**config.mk**
```make
export PLATFORM = sky130hd
export DESIGN_NAME = iso2022_escape_detector_core
export DESIGN_NICKNAME = d
export VERILOG_FILES = /design/src/rtl/core/ied_pkg.sv /design/src/rtl/core/ied_front.sv /design/src/rtl/core/ied_queue.sv /design/src/rtl/core/ied_back.sv /design/src/rtl/core/iso2022_escape_detector_core.sv
export SDC_FILE = /design/constraint.sdc
export NUM_CORES = 2
export LEC_CHECK = 0
export ABC_AREA = 1
export ABC_CLOCK_PERIOD_IN_PS = 19500
export BUFFER_PORTS_ARGS = -buffer_cell sky130_fd_sc_hd__buf_4
export CAP_MARGIN = 20
export CORE_MARGIN = 10
export CORE_UTILIZATION = 30
export CTS_BUF_LIST = sky130_fd_sc_hd__clkbuf_4 sky130_fd_sc_hd__clkbuf_8
export DETAILED_ROUTE_END_ITERATION = 12
export GPL_ROUTABILITY_DRIVEN = 1
export PLACE_DENSITY_LB_ADDON = 0.2
export SLEW_MARGIN = 10
export SYNTH_ARGS = -nofsm -noshare
export SYNTH_HDL_FRONTEND = slang
export SYNTH_SLANG_ARGS = --single-unit
```
**constraint.sdc**
```tcl
create_clock -name clk -period 19.5 [get_ports clk]
set_input_delay 1.95 -clock clk [delete_from_list [all_inputs] [get_ports clk]]
set_output_delay 1.95 -clock clk [all_outputs]
set_load 0.02 [all_outputs]
```
**src/rtl/core/ied_pkg.sv**
```systemverilog
package ied_pkg;

  // Parser states of the escape sequence tracker
  typedef enum logic [2:0] {
    PS_NONE   = 3'd0,
    PS_ESC    = 3'd1,
    PS_SECOND = 3'd2,
    PS_THIRD  = 3'd3,
    PS_ASCII  = 3'd4,
    PS_OTHER  = 3'd5
  } parse_state_t;

  // Intermediate byte seen after ESC
  typedef enum logic [1:0] {
    INTRO_NONE   = 2'd0,
    INTRO_PAREN  = 2'd1,
    INTRO_DOLLAR = 2'd2,
    INTRO_DOT    = 2'd3
  } intro_kind_t;

  // Detected label and reported verdict share one code space
  typedef enum logic [1:0] {
    VERDICT_GENERIC = 2'd0,
    VERDICT_JP      = 2'd1,
    VERDICT_CN      = 2'd2,
    VERDICT_UNKNOWN = 2'd3
  } verdict_t;

  // Occupancy flags of the front-to-back queue
  typedef struct packed {
    logic full;
    logic empty;
  } queue_status_t;

  localparam logic [7:0] CHAR_LF     = 8'h0A;
  localparam logic [7:0] CHAR_ESC    = 8'h1B;
  localparam logic [7:0] CHAR_DOLLAR = 8'h24;
  localparam logic [7:0] CHAR_LPAREN = 8'h28;
  localparam logic [7:0] CHAR_DOT    = 8'h2E;
  localparam logic [7:0] CHAR_B      = 8'h42;

  localparam int TOL_BITS  = 16;
  localparam int OUT_BITS  = 32;
  localparam int QUEUE_DEPTH = 4;

endpackage

```
**src/rtl/core/ied_front.sv**
```systemverilog
module ied_front import ied_pkg::*; #(
  parameter int COUNT_BITS = 32
) (
  input  logic                      clk,
  input  logic                      rst,
  input  logic                      accept,
  input  logic [7:0]                data_byte,
  input  logic                      last_byte,
  output logic                      q_push,
  output logic [2*COUNT_BITS+1:0]   q_data
);

  parse_state_t            state, state_next, eff_state;
  intro_kind_t             intro, intro_next;
  verdict_t                label, label_next;
  logic [COUNT_BITS-1:0]   good_cnt, bad_cnt;
  logic [COUNT_BITS-1:0]   good_sat, bad_sat;
  logic [COUNT_BITS:0]     good_sum, bad_sum;
  logic [1:0]              good_inc;
  logic                    bad_inc;

  // A newline restarts the parser before the byte is judged
  assign eff_state = (data_byte == CHAR_LF) ? PS_NONE : state;

  // Next state, intermediate and label
  always_comb begin
    state_next = eff_state;
    intro_next = intro;
    label_next = label;
    unique case (eff_state)
      PS_NONE: begin
        if (data_byte == CHAR_ESC) state_next = PS_ESC;
      end
      PS_ESC: begin
        if (data_byte == CHAR_LPAREN) begin
          intro_next = INTRO_PAREN;
          state_next = PS_SECOND;
        end else if (data_byte == CHAR_DOLLAR) begin
          intro_next = INTRO_DOLLAR;
          state_next = PS_SECOND;
        end else if (data_byte == CHAR_DOT) begin
          intro_next = INTRO_DOT;
          state_next = PS_SECOND;
        end
      end
      PS_SECOND: begin
        case (data_byte) inside
          "B", "J", "@", "(", "A", "F", "I": begin
            if (intro == INTRO_PAREN && data_byte == CHAR_B) state_next = PS_ASCII;
            else if (intro == INTRO_DOLLAR && data_byte == CHAR_LPAREN) state_next = PS_THIRD;
            else state_next = PS_OTHER;
          end
          default: state_next = PS_SECOND;
        endcase
      end
      PS_THIRD: begin
        case (data_byte) inside
          "D", "O", "P", "Q": begin
            label_next = VERDICT_JP;
            state_next = PS_OTHER;
          end
          "C": begin
            if (label != VERDICT_JP) begin
              label_next = VERDICT_JP;
              state_next = PS_OTHER;
            end else begin
              state_next = PS_NONE;
            end
          end
          "A", "G", "H", "E", "I", "J", "K", "L", "M": begin
            label_next = VERDICT_CN;
            state_next = PS_OTHER;
          end
          default: state_next = PS_NONE;
        endcase
      end
      PS_ASCII: state_next = PS_ASCII;
      PS_OTHER: begin
        if (data_byte == CHAR_ESC) state_next = PS_ESC;
      end
      default: state_next = eff_state;
    endcase
  end

  // Counter increments for this byte
  always_comb begin
    good_inc = 2'd0;
    bad_inc  = 1'b0;
    unique case (eff_state)
      PS_NONE: begin
        if (data_byte == CHAR_ESC) good_inc = 2'd1;
        else if (data_byte[7]) bad_inc = 1'b1;
      end
      PS_ESC: begin
        if (data_byte == CHAR_LPAREN || data_byte == CHAR_DOLLAR || data_byte == CHAR_DOT)
          good_inc = 2'd1;
        else
          bad_inc = 1'b1;
      end
      PS_SECOND: begin
        case (data_byte) inside
          "B", "J", "@", "(", "A", "F", "I": good_inc = 2'd1;
          default: bad_inc = 1'b1;
        endcase
      end
      PS_THIRD: begin
        case (data_byte) inside
          "D", "O", "P", "Q", "A", "G", "H", "E", "I", "J", "K", "L", "M":
            good_inc = 2'd1;
          "C": begin
            if (label != VERDICT_JP) good_inc = 2'd1;
            else bad_inc = 1'b1;
          end
          default: bad_inc = 1'b1;
        endcase
      end
      PS_ASCII: begin
        if (data_byte[7]) bad_inc = 1'b1;
        else good_inc = 2'd1;
      end
      PS_OTHER: begin
        // ESC here counts for the closed run and the new sequence
        good_inc = (data_byte == CHAR_ESC) ? 2'd2 : 2'd1;
      end
      default: begin
        good_inc = 2'd0;
        bad_inc  = 1'b0;
      end
    endcase
  end

  // Saturating counters: the carry bit flags a pass beyond the top
  assign good_sum = {1'b0, good_cnt} + (COUNT_BITS+1)'(good_inc);
  assign bad_sum  = {1'b0, bad_cnt} + (COUNT_BITS+1)'(bad_inc);
  assign good_sat = good_sum[COUNT_BITS] ? '1 : good_sum[COUNT_BITS-1:0];
  assign bad_sat  = bad_sum[COUNT_BITS] ? '1 : bad_sum[COUNT_BITS-1:0];

  // Hand the finished text to the back on its last beat
  assign q_push = accept && last_byte;
  assign q_data = {label_next, good_sat, bad_sat};

  // Advance parser state; clear it after the last beat
  always_ff @(posedge clk) begin
    if (rst) begin
      state    <= PS_NONE;
      intro    <= INTRO_NONE;
      label    <= VERDICT_GENERIC;
      good_cnt <= '0;
      bad_cnt  <= '0;
    end else if (accept) begin
      if (last_byte) begin
        state    <= PS_NONE;
        intro    <= INTRO_NONE;
        label    <= VERDICT_GENERIC;
        good_cnt <= '0;
        bad_cnt  <= '0;
      end else begin
        state    <= state_next;
        intro    <= intro_next;
        label    <= label_next;
        good_cnt <= good_sat;
        bad_cnt  <= bad_sat;
      end
    end
  end

endmodule

```
**src/rtl/core/ied_queue.sv**
```systemverilog
module ied_queue import ied_pkg::*; #(
  parameter int WIDTH = 66
) (
  input  logic               clk,
  input  logic               rst,
  input  logic               push,
  input  logic [WIDTH-1:0]   wdata,
  input  logic               pop,
  output logic [WIDTH-1:0]   rdata,
  output queue_status_t      status
);

  localparam int PTR_BITS = $clog2(QUEUE_DEPTH);

  logic [WIDTH-1:0]    slots [QUEUE_DEPTH];
  logic [PTR_BITS-1:0] wr_ptr, rd_ptr;
  logic [PTR_BITS:0]   level;

  assign status.full  = (level == (PTR_BITS+1)'(QUEUE_DEPTH));
  assign status.empty = (level == '0);
  assign rdata        = slots[rd_ptr];

  // Store the incoming beat
  always_ff @(posedge clk) begin
    if (push) slots[wr_ptr] <= wdata;
  end

  // Advance pointers and track the fill level
  always_ff @(posedge clk) begin
    if (rst) begin
      wr_ptr <= '0;
      rd_ptr <= '0;
      level  <= '0;
    end else begin
      if (push) wr_ptr <= wr_ptr + 1'b1;
      if (pop) rd_ptr <= rd_ptr + 1'b1;
      case ({push, pop})
        2'b10:   level <= level + 1'b1;
        2'b01:   level <= level - 1'b1;
        default: level <= level;
      endcase
    end
  end

endmodule

```
**src/rtl/core/ied_back.sv**
```systemverilog
module ied_back import ied_pkg::*; #(
  parameter int COUNT_BITS = 32
) (
  input  logic                      clk,
  input  logic                      rst,
  input  logic [TOL_BITS-1:0]       tolerance,
  input  logic [2*COUNT_BITS+1:0]   q_data,
  input  queue_status_t             q_status,
  output logic                      q_pop,
  input  logic                      pop,
  output logic                      empty,
  output logic [1:0]                verdict,
  output logic [OUT_BITS-1:0]       correct_total,
  output logic [OUT_BITS-1:0]       error_total
);

  localparam int PROD_BITS = COUNT_BITS + 1 + TOL_BITS;

  logic                    advance;
  verdict_t                q_label;
  logic [COUNT_BITS-1:0]   q_good, q_bad;

  logic                    s1_valid;
  verdict_t                s1_label;
  logic [COUNT_BITS-1:0]   s1_good, s1_bad;
  logic [COUNT_BITS:0]     s1_total;

  logic                    s2_valid;
  verdict_t                s2_label;
  logic [COUNT_BITS-1:0]   s2_good, s2_bad;
  logic [PROD_BITS-1:0]    s2_lhs, s2_rhs;

  logic                    out_valid;
  logic [OUT_BITS-1:0]     good_clip, bad_clip;

  assign q_label = verdict_t'(q_data[2*COUNT_BITS+1:2*COUNT_BITS]);
  assign q_good  = q_data[2*COUNT_BITS-1:COUNT_BITS];
  assign q_bad   = q_data[COUNT_BITS-1:0];

  // The whole pipe moves while the output slot is free or being taken
  assign advance = !out_valid || pop;
  assign q_pop   = advance && !q_status.empty;
  assign empty   = !out_valid;

  // Clip wide counts to the 32-bit result fields
  if (COUNT_BITS > OUT_BITS) begin : g_clip
    assign good_clip = (|s2_good[COUNT_BITS-1:OUT_BITS]) ? '1 : s2_good[OUT_BITS-1:0];
    assign bad_clip  = (|s2_bad[COUNT_BITS-1:OUT_BITS]) ? '1 : s2_bad[OUT_BITS-1:0];
  end else begin : g_pad
    assign good_clip = OUT_BITS'(s2_good);
    assign bad_clip  = OUT_BITS'(s2_bad);
  end

  // Valid bits of the three stages
  always_ff @(posedge clk) begin
    if (rst) begin
      s1_valid  <= 1'b0;
      s2_valid  <= 1'b0;
      out_valid <= 1'b0;
    end else if (advance) begin
      s1_valid  <= !q_status.empty;
      s2_valid  <= s1_valid;
      out_valid <= s2_valid;
    end
  end

  // Stage 1: total of counted bytes
  always_ff @(posedge clk) begin
    if (advance) begin
      s1_label <= q_label;
      s1_good  <= q_good;
      s1_bad   <= q_bad;
      s1_total <= {1'b0, q_good} + {1'b0, q_bad};
    end
  end

  // Stage 2: errors scaled by 2^16 against total times tolerance
  always_ff @(posedge clk) begin
    if (advance) begin
      s2_label <= s1_label;
      s2_good  <= s1_good;
      s2_bad   <= s1_bad;
      s2_lhs   <= {1'b0, s1_bad, {TOL_BITS{1'b0}}};
      s2_rhs   <= PROD_BITS'(s1_total) * PROD_BITS'(tolerance);
    end
  end

  // Stage 3: compare and hold the result beat
  always_ff @(posedge clk) begin
    if (advance) begin
      verdict       <= (s2_lhs <= s2_rhs) ? s2_label : VERDICT_UNKNOWN;
      correct_total <= good_clip;
      error_total   <= bad_clip;
    end
  end

endmodule

```
**src/rtl/core/iso2022_escape_detector_core.sv**
```systemverilog
// Channel   | Handshake        | Ports
// ----------+------------------+---------------------------------------------
// input     | push / full      | data_byte[7:0], last_byte
// result    | pop / empty      | verdict[1:0], correct_total[31:0], error_total[31:0]
// config    | tolerance_we     | tolerance_wdata[15:0]
//
// One byte is accepted per cycle while full is low; the parser updates in the
// cycle a beat is taken. A last byte passes the queue and three verdict stages
// (add, multiply, compare) to the outputs, one verdict per cycle when pop is held.
// Reset clears parser, queue and pipe; tolerance resets to zero.
// A held result stalls the verdict pipe; full rises once four verdicts wait in
// the queue behind it, and then every byte waits until the pipe moves again.
module iso2022_escape_detector_core import ied_pkg::*; #(
  parameter int COUNT_BITS = 32
) (
  input  logic                  clk,
  input  logic                  rst,
  input  logic                  push,
  output logic                  full,
  input  logic [7:0]            data_byte,
  input  logic                  last_byte,
  input  logic                  pop,
  output logic                  empty,
  output logic [1:0]            verdict,
  output logic [OUT_BITS-1:0]   correct_total,
  output logic [OUT_BITS-1:0]   error_total,
  input  logic                  tolerance_we,
  input  logic [TOL_BITS-1:0]   tolerance_wdata
);

  localparam int ENTRY_BITS = 2*COUNT_BITS + 2;

  logic                    accept;
  logic                    q_push, q_pop;
  logic [ENTRY_BITS-1:0]   q_wdata, q_rdata;
  queue_status_t           q_status;
  logic [TOL_BITS-1:0]     tolerance;

  assign full   = q_status.full;
  assign accept = push && !q_status.full;

  // Hold the tolerance register
  always_ff @(posedge clk) begin
    if (rst) tolerance <= '0;
    else if (tolerance_we) tolerance <= tolerance_wdata;
  end

  ied_front #(.COUNT_BITS(COUNT_BITS)) u_front (
    .clk       (clk),
    .rst       (rst),
    .accept    (accept),
    .data_byte (data_byte),
    .last_byte (last_byte),
    .q_push    (q_push),
    .q_data    (q_wdata)
  );

  ied_queue #(.WIDTH(ENTRY_BITS)) u_queue (
    .clk    (clk),
    .rst    (rst),
    .push   (q_push),
    .wdata  (q_wdata),
    .pop    (q_pop),
    .rdata  (q_rdata),
    .status (q_status)
  );

  ied_back #(.COUNT_BITS(COUNT_BITS)) u_back (
    .clk           (clk),
    .rst           (rst),
    .tolerance     (tolerance),
    .q_data        (q_rdata),
    .q_status      (q_status),
    .q_pop         (q_pop),
    .pop           (pop),
    .empty         (empty),
    .verdict       (verdict),
    .correct_total (correct_total),
    .error_total   (error_total)
  );

  // Front never writes into a full queue
  a_push_room: assert property (@(posedge clk) disable iff (rst)
    q_push |-> !q_status.full)
    else $error("queue written while full");

  // Back never reads an empty queue
  a_pop_data: assert property (@(posedge clk) disable iff (rst)
    q_pop |-> !q_status.empty)
    else $error("queue read while empty");

  // Queue flags are exclusive
  a_flags: assert property (@(posedge clk) disable iff (rst)
    !(q_status.full && q_status.empty))
    else $error("queue both full and empty");

  // A last beat always lands in the queue
  a_last_push: assert property (@(posedge clk) disable iff (rst)
    (accept && last_byte) |=> !q_status.empty)
    else $error("last beat not queued");

endmodule
```
---- After elaboration in Yosys (flattened, before gate mapping) ----
Memories as Yosys holds them, arrays and structs flattened. A register that Yosys moved wholly into a read port is not among the register bits.
Index checks and enable logic that the tools add are counted.
word-level totals
  memories kept ........................... 1
  output and inout bits ................... 68
  bits in read-only memories .............. 0
  bits in latches ......................... 0
  flip-flop bits (word level) ............. 377
  bits in writable memories ............... 264
memory list
  memory         words  bits a word  rd ports  clocked after memory_dff  wr ports  line             text
  u_queue.slots  4      66           1         1                         1         ied_queue.sv:15  logic [WIDTH-1:0] slots [QUEUE_DEPTH];
operators by class
  order comparisons ....................... 1
  add/sub/neg operators ................... 7
  muxes and demuxes ....................... 51
  divide/modulo/power cells ............... 0
  shift-type cells ........................ 0
  bitwise logic cells ..................... 0
  reduce and logical (&&, ||, !) cells .... 22
  equality and inequality tests ........... 33
  multiply operators ...................... 1
operators by type and width
  kind                                                             count
  8-bit by 7-bit == test with 1-bit output, second input constant  17
  32-bit two-way mux                                               4
  48-bit by 49-bit <= comparator with 1-bit output                 1
  33-bit by 16-bit multiplier with 49-bit output                   1
  3-bit two-way mux                                                13
  32-bit by 1-bit adder with 33-bit output                         1
  32-bit by 2-bit adder with 33-bit output                         1
  32-bit by 32-bit adder with 33-bit output                        1
  2-bit two-way mux                                                16
  8-bit by 6-bit == test with 1-bit output, second input constant  3
  3-bit case mux with 5 select lines                               1
  1-bit two-way mux                                                14
  13-bit OR reduction                                              1
  2-bit case mux with 6 select lines                               1
  3-bit == test, second input constant                             3
  9-bit OR reduction                                               1
  8-bit by 4-bit == test with 1-bit output, second input constant  1
  8-bit by 5-bit == test with 1-bit output, second input constant  1
  7-bit OR reduction                                               1
  3-bit by 2-bit == test with 1-bit output, second input constant  2
  3-bit logical NOT                                                2
  3-bit case mux with 2 select lines                               1
  1-bit logical AND                                                5
  1-bit case mux with 5 select lines                               1
  14 further kinds                                                 22

---- Logic depth before layout (Yosys ltp) ----
  depth after elaboration ................. 8
  mapped depth ............................ 27

---- Hierarchy ----
From an unflattened synthesis, not the netlist that was laid out.
unflattened totals
  cells, all modules ...................... 5230
  area total of the unflattened synthesis .. 46986.3 um2
by module, submodules not included
  module                        instances  cells an instance  area each (um2)
  ied_back                      1          3553               30261.5
  ied_queue                     1          696                10825.4
  ied_front                     1          878                5221.3
  iso2022_escape_detector_core  1          103                678.2

---- Least setup slack after synthesis ----
No wires, ideal clock.
  kind .................................... input port to flip-flop
  start ................................... in pop
  end ..................................... reg u_back.s2_bad[0], in the netlist u_back.bad_clip[0], enable pin
  path slack .............................. 11.422 ns
  library setup time ...................... 0.631 ns
  data required time ...................... 18.869 ns
  data arrival time ....................... 7.446 ns
  stages .................................. 2
  cells stage by stage .................... nor2_1 > inv_1
between the ends
  longest elaborated chain between the ends .. 1
ends and longest elaborated chain
  what                  line                                text
  from (decl)           iso2022_escape_detector_core.sv:22  input logic pop,
  1-bit logical OR      ied_back.sv:41                      assign advance = !out_valid || pop;
  via u_back.advance    ied_back.sv:19                      logic advance;
  to (signal assigned)  ied_back.sv:82                      s2_bad <= s1_bad;
  to (decl)             ied_back.sv:30                      logic [COUNT_BITS-1:0] s2_good, s2_bad;
The timed path passes the listed nets, and every way through them passes these cells.
A chain may end at the register's enable or synchronous reset.

---- Final worst setup path ----
  start ................................... reg tolerance[3]
  end ..................................... reg u_back.s2_rhs[38] (data pin)
between the ends
  longest elaborated chain between the ends .. 1
ends and longest elaborated chain
  what                                            line                                text
  from (decl)                                     iso2022_escape_detector_core.sv:37  logic [TOL_BITS-1:0] tolerance;
  from (signal assigned)                          iso2022_escape_detector_core.sv:45  else if (tolerance_we) tolerance <= tolerance_wdata;
  33-bit by 16-bit multiplier with 49-bit output  ied_back.sv:84                      s2_rhs <= PROD_BITS'(s1_total) * PROD_BITS'(tolerance);
  to (signal assigned)                            ied_back.sv:84
  to (decl)                                       ied_back.sv:31                      logic [PROD_BITS-1:0] s2_lhs, s2_rhs;
Every way passes these cells.

==> results summary <==
The required time of the critical path is 20.05 ns. The initial antenna violation count is 7. The count of clock tree sinks is 643. For this run, the post-layout net count is approximately 5.7k. In this run the worst setup path begins at tolerance[3]. The synthesis-to-layout area growth came out at 11.9%. The cell sitting at the root of the clock tree is a sky130_fd_sc_hd__clkbuf_8.

The flow ran to the end, and the final reports show no timing, DRC or antenna violations. TritonCTS built the clock tree. The routed layout has ~33k vias. The worst-case clock buffer depth came out at 3. The final standard cell count with taps included and fillers excluded came out at around 7k.

The initial core utilization came out at between 30 and 40%. The H-tree generated during clock tree synthesis spans 3 levels. The worst flop-to-flop path startpoint is tolerance[3]. By instance count, the leading cell after synthesis is sky130_fd_sc_hd__nand2_1.

The quantity of hold-fixing buffers added after cts came out at 0. The area fraction of the dominant cell type after synthesis is 35.8%. In this run the cell area of the synthesized design comes to around 46000 um^2.

The worst setup path is of the register to register kind. The fraction of layout cells with a size suffix above 1 is about 8.7%. Setup violations remaining at the end of the flow were counted as 0. The total negative slack is 0 ns. STA classifies the critical path startpoint as a register. The endpoint kind of the worst setup timing path is a register.

The global routing usage summed across all routing layers is between 10% and 20%. The area of the core came out at about 150000 um^2. The global-route wire length before repair came out at ~210 mm. Sorting the synthesized cells by area gives the leading types as sky130_fd_sc_hd__edfxtp_1, sky130_fd_sc_hd__fa_1, sky130_fd_sc_hd__nand2_1. The count of synthesis-stage warnings from yosys came out at 0. The number of distinct library cells after synthesis is 48.

After detailed placement, the design holds a cell count of 6985. The mean area per synthesized cell is 9.09 um^2. The most used flip-flop cell after synthesis is sky130_fd_sc_hd__edfxtp_1.

After detailed routing, the average wire length per cell comes to ~19 um. The max-slew violation total from the final report came out at 0. The count of unresolved DRC violations after routing came out at 0.

The area used by sequential logic in the layout is around 18000 um^2. The maximum clock rate is 153 MHz. The final hold violation count is 0. The post-place instance area is just under 50000 um^2. Summing all multi-input logic gate instances after layout gives 22800 um^2.

Measured along the y axis, the die boundary spans between 400 and 500 um. The number of clock buffers inserted by TritonCTS came out at 115. In the synthesized netlist, the cells that appear most often are sky130_fd_sc_hd__nand2_1, sky130_fd_sc_hd__inv_1, sky130_fd_sc_hd__edfxtp_1. Setup repair after global routing left no endpoint under its margin. For the final database, setup skew stands at ~0.055 ns. The slew at the pin with the worst max-slew slack came out at ~1.1 ns. The flop and latch count out of synthesis is 643. The worst-case register-to-register setup slack is between 10 and 15 ns. The number of DRC markers after the initial detailed-route iteration is between 2k and 2.5k.

The number of rows in the core area came out at about 140. Of all cell types, the one taking the most synthesized area is sky130_fd_sc_hd__edfxtp_1. The count of input and output buffers came out at 97.

The die outline width is 410 um. The register clock-pin slew on the reported worst setup and hold paths came out at around 0.06 ns. The count of nets left with antenna violations once routing finished came out at 0. The data arrival time at the worst-slack endpoint is 7.07 ns. The clock reaches the later pin of the worst-skew pair after approximately 0.84 ns. The net count of the mapped netlist is approximately 5.7k. The worst-path maximum fanout is 18.

Global routing finished with a remaining overflow of 0. Across the run, the number of max-cap violations was 0. The filler cell count in the final layout came out at around 16k.

The synthesized design contains 544 enable-type register cells. The total routed wirelength is ~140 mm. The length of the first detailed-routing pass in iterations came out at 5. The HPWL after detailed placement is 102 mm. The global placement routability congestion is 0.893. The total of cells resized after clock tree synthesis is 0. The via count of the first global-routing pass came to approximately 34k. For this run, the share of the core covered by cells in the final layout is about 34%.

The final non-filler cell area is around 50000 um^2. The worst path needs around 6.5 ns of the cycle, external delays included. In the finished design, the share of the clock period the worst path needs comes to ~33%.

The average via count per standard cell is between 4 and 5. The sequential area share after synthesis is around two fifths. Headroom to the max-slew limit came out at 26.0%.

The worst hold path belongs to the class register to register. The pin count of the biggest net entering global routing is 94. The share of async-settable or async-resettable flops after synthesis came out at 0%. The die outline area is between 150000 and 200000 um^2.

98 I/O pins were placed. In this run the most critical hold path is launched from u_back.good_clip[6]. The number of buffers added for setup after CTS is 0.

The number of instances in the synthesized netlist is 5018.
[worst paths after layout]
| path | endpoint | depth (start not counted) |
|---|---|---|
| worst max register to register | u_back.s2_rhs[38] | 20 |
| worst min register to register | u_back.correct_total[6] | 0 |
| worst max-delay path | u_back.s2_rhs[38] | 20 |
| worst min-delay path | u_back.correct_total[6] | 0 |
[logic make-up after synthesis]
family / share of synthesized area [%]
xor+xnor: 1.38
simple gates: 17.9
fa+ha+maj: 24.4
buf+inv: 9.86
flops: 40.2
compound gates: 6.29
[cell type report]
type / count / area share [%]
multi-input combinational: 3189 / 44.7
sequential: 643 / 35.9
inverter: 981 / 7.23
clock inverter: 52 / 1.08
clock buffer: 164 / 3.94
antenna: 2 / 0.00981
tap: 2030 / 4.98
timing repair buffer: 142 / 2.09
[flip-flops by register name (all words and copies together) (netlist names), 3 cells and up, named ones only]
name,cells
u_back.s1_good,32
u_back.bad_clip,32
u_front.state,3
u_queue.slots,264
u_back.good_clip,32
u_front.good_cnt,32
tolerance,16
u_queue.level,3
u_back.s1_bad,32
u_back.s1_total,33
u_back.error_total,32
u_back.correct_total,32
u_front.bad_cnt,32
u_back.s2_rhs,49
[through the flow]
stage | worst slack, ns | hold WS, ns
floorplan | 11.42 | 0.400
global placement | 12.95 | 0.401
detailed placement | 12.96 | 0.405
CTS | 12.96 | 0.402
global route | 12.62 | 0.415
finish | 12.98 | 0.406
[placed cells by master, fill, tap and decap left out, types with 28 or more instances in the layout]
master,synthesis,final
sky130_fd_sc_hd__nand2_1,1276,1276
sky130_fd_sc_hd__inv_1,977,974
sky130_fd_sc_hd__edfxtp_1,544,544
sky130_fd_sc_hd__fa_1,435,435
sky130_fd_sc_hd__nor2_1,393,389
sky130_fd_sc_hd__o21ai_0,217,217
sky130_fd_sc_hd__ha_1,194,194
sky130_fd_sc_hd__a21oi_1,154,154
sky130_fd_sc_hd__buf_4,1,142
sky130_fd_sc_hd__nand3_1,127,127
sky130_fd_sc_hd__clkbuf_8,0,125
sky130_fd_sc_hd__dfxtp_1,99,88
sky130_fd_sc_hd__xor2_1,64,64
sky130_fd_sc_hd__o22ai_1,64,64
sky130_fd_sc_hd__nand4_1,41,41
sky130_fd_sc_hd__nor3_1,40,40
sky130_fd_sc_hd__clkbuf_4,0,39
sky130_fd_sc_hd__nand3_2,29,29
sky130_fd_sc_hd__a21oi_2,28,28
[critical path: stages, from the launching register on]
cell and delay (ns):
sky130_fd_sc_hd__dfxtp_1 0.82, sky130_fd_sc_hd__buf_4 0.39, sky130_fd_sc_hd__nand2_1 0.14, sky130_fd_sc_hd__fa_1 0.48
sky130_fd_sc_hd__fa_1 0.50, sky130_fd_sc_hd__fa_1 0.56, sky130_fd_sc_hd__inv_1 0.06, sky130_fd_sc_hd__fa_1 0.44
sky130_fd_sc_hd__fa_1 0.52, sky130_fd_sc_hd__inv_1 0.06, sky130_fd_sc_hd__fa_1 0.48, sky130_fd_sc_hd__inv_1 0.05
sky130_fd_sc_hd__ha_1 0.40, sky130_fd_sc_hd__nand2_1 0.13, sky130_fd_sc_hd__nor2_1 0.24, sky130_fd_sc_hd__inv_1 0.07
sky130_fd_sc_hd__nor2_1 0.30, sky130_fd_sc_hd__and3_1 0.25, sky130_fd_sc_hd__nand3_1 0.13, sky130_fd_sc_hd__nand4_1 0.13
sky130_fd_sc_hd__nand2_1 0.11
[per-layer routing]
layer  track usage [%]  up-vias  share of wire (%)
li1                  -    15800                  -
met1              22.3    16400                 47
met2              26.6      700                 47
met3              2.42      185                4.2
met4              4.04        0                2.3
met5                 0        -                  0
Power is not shown: default switching activity piles up to over one toggle a cycle in this logic, so the estimate is an artifact.
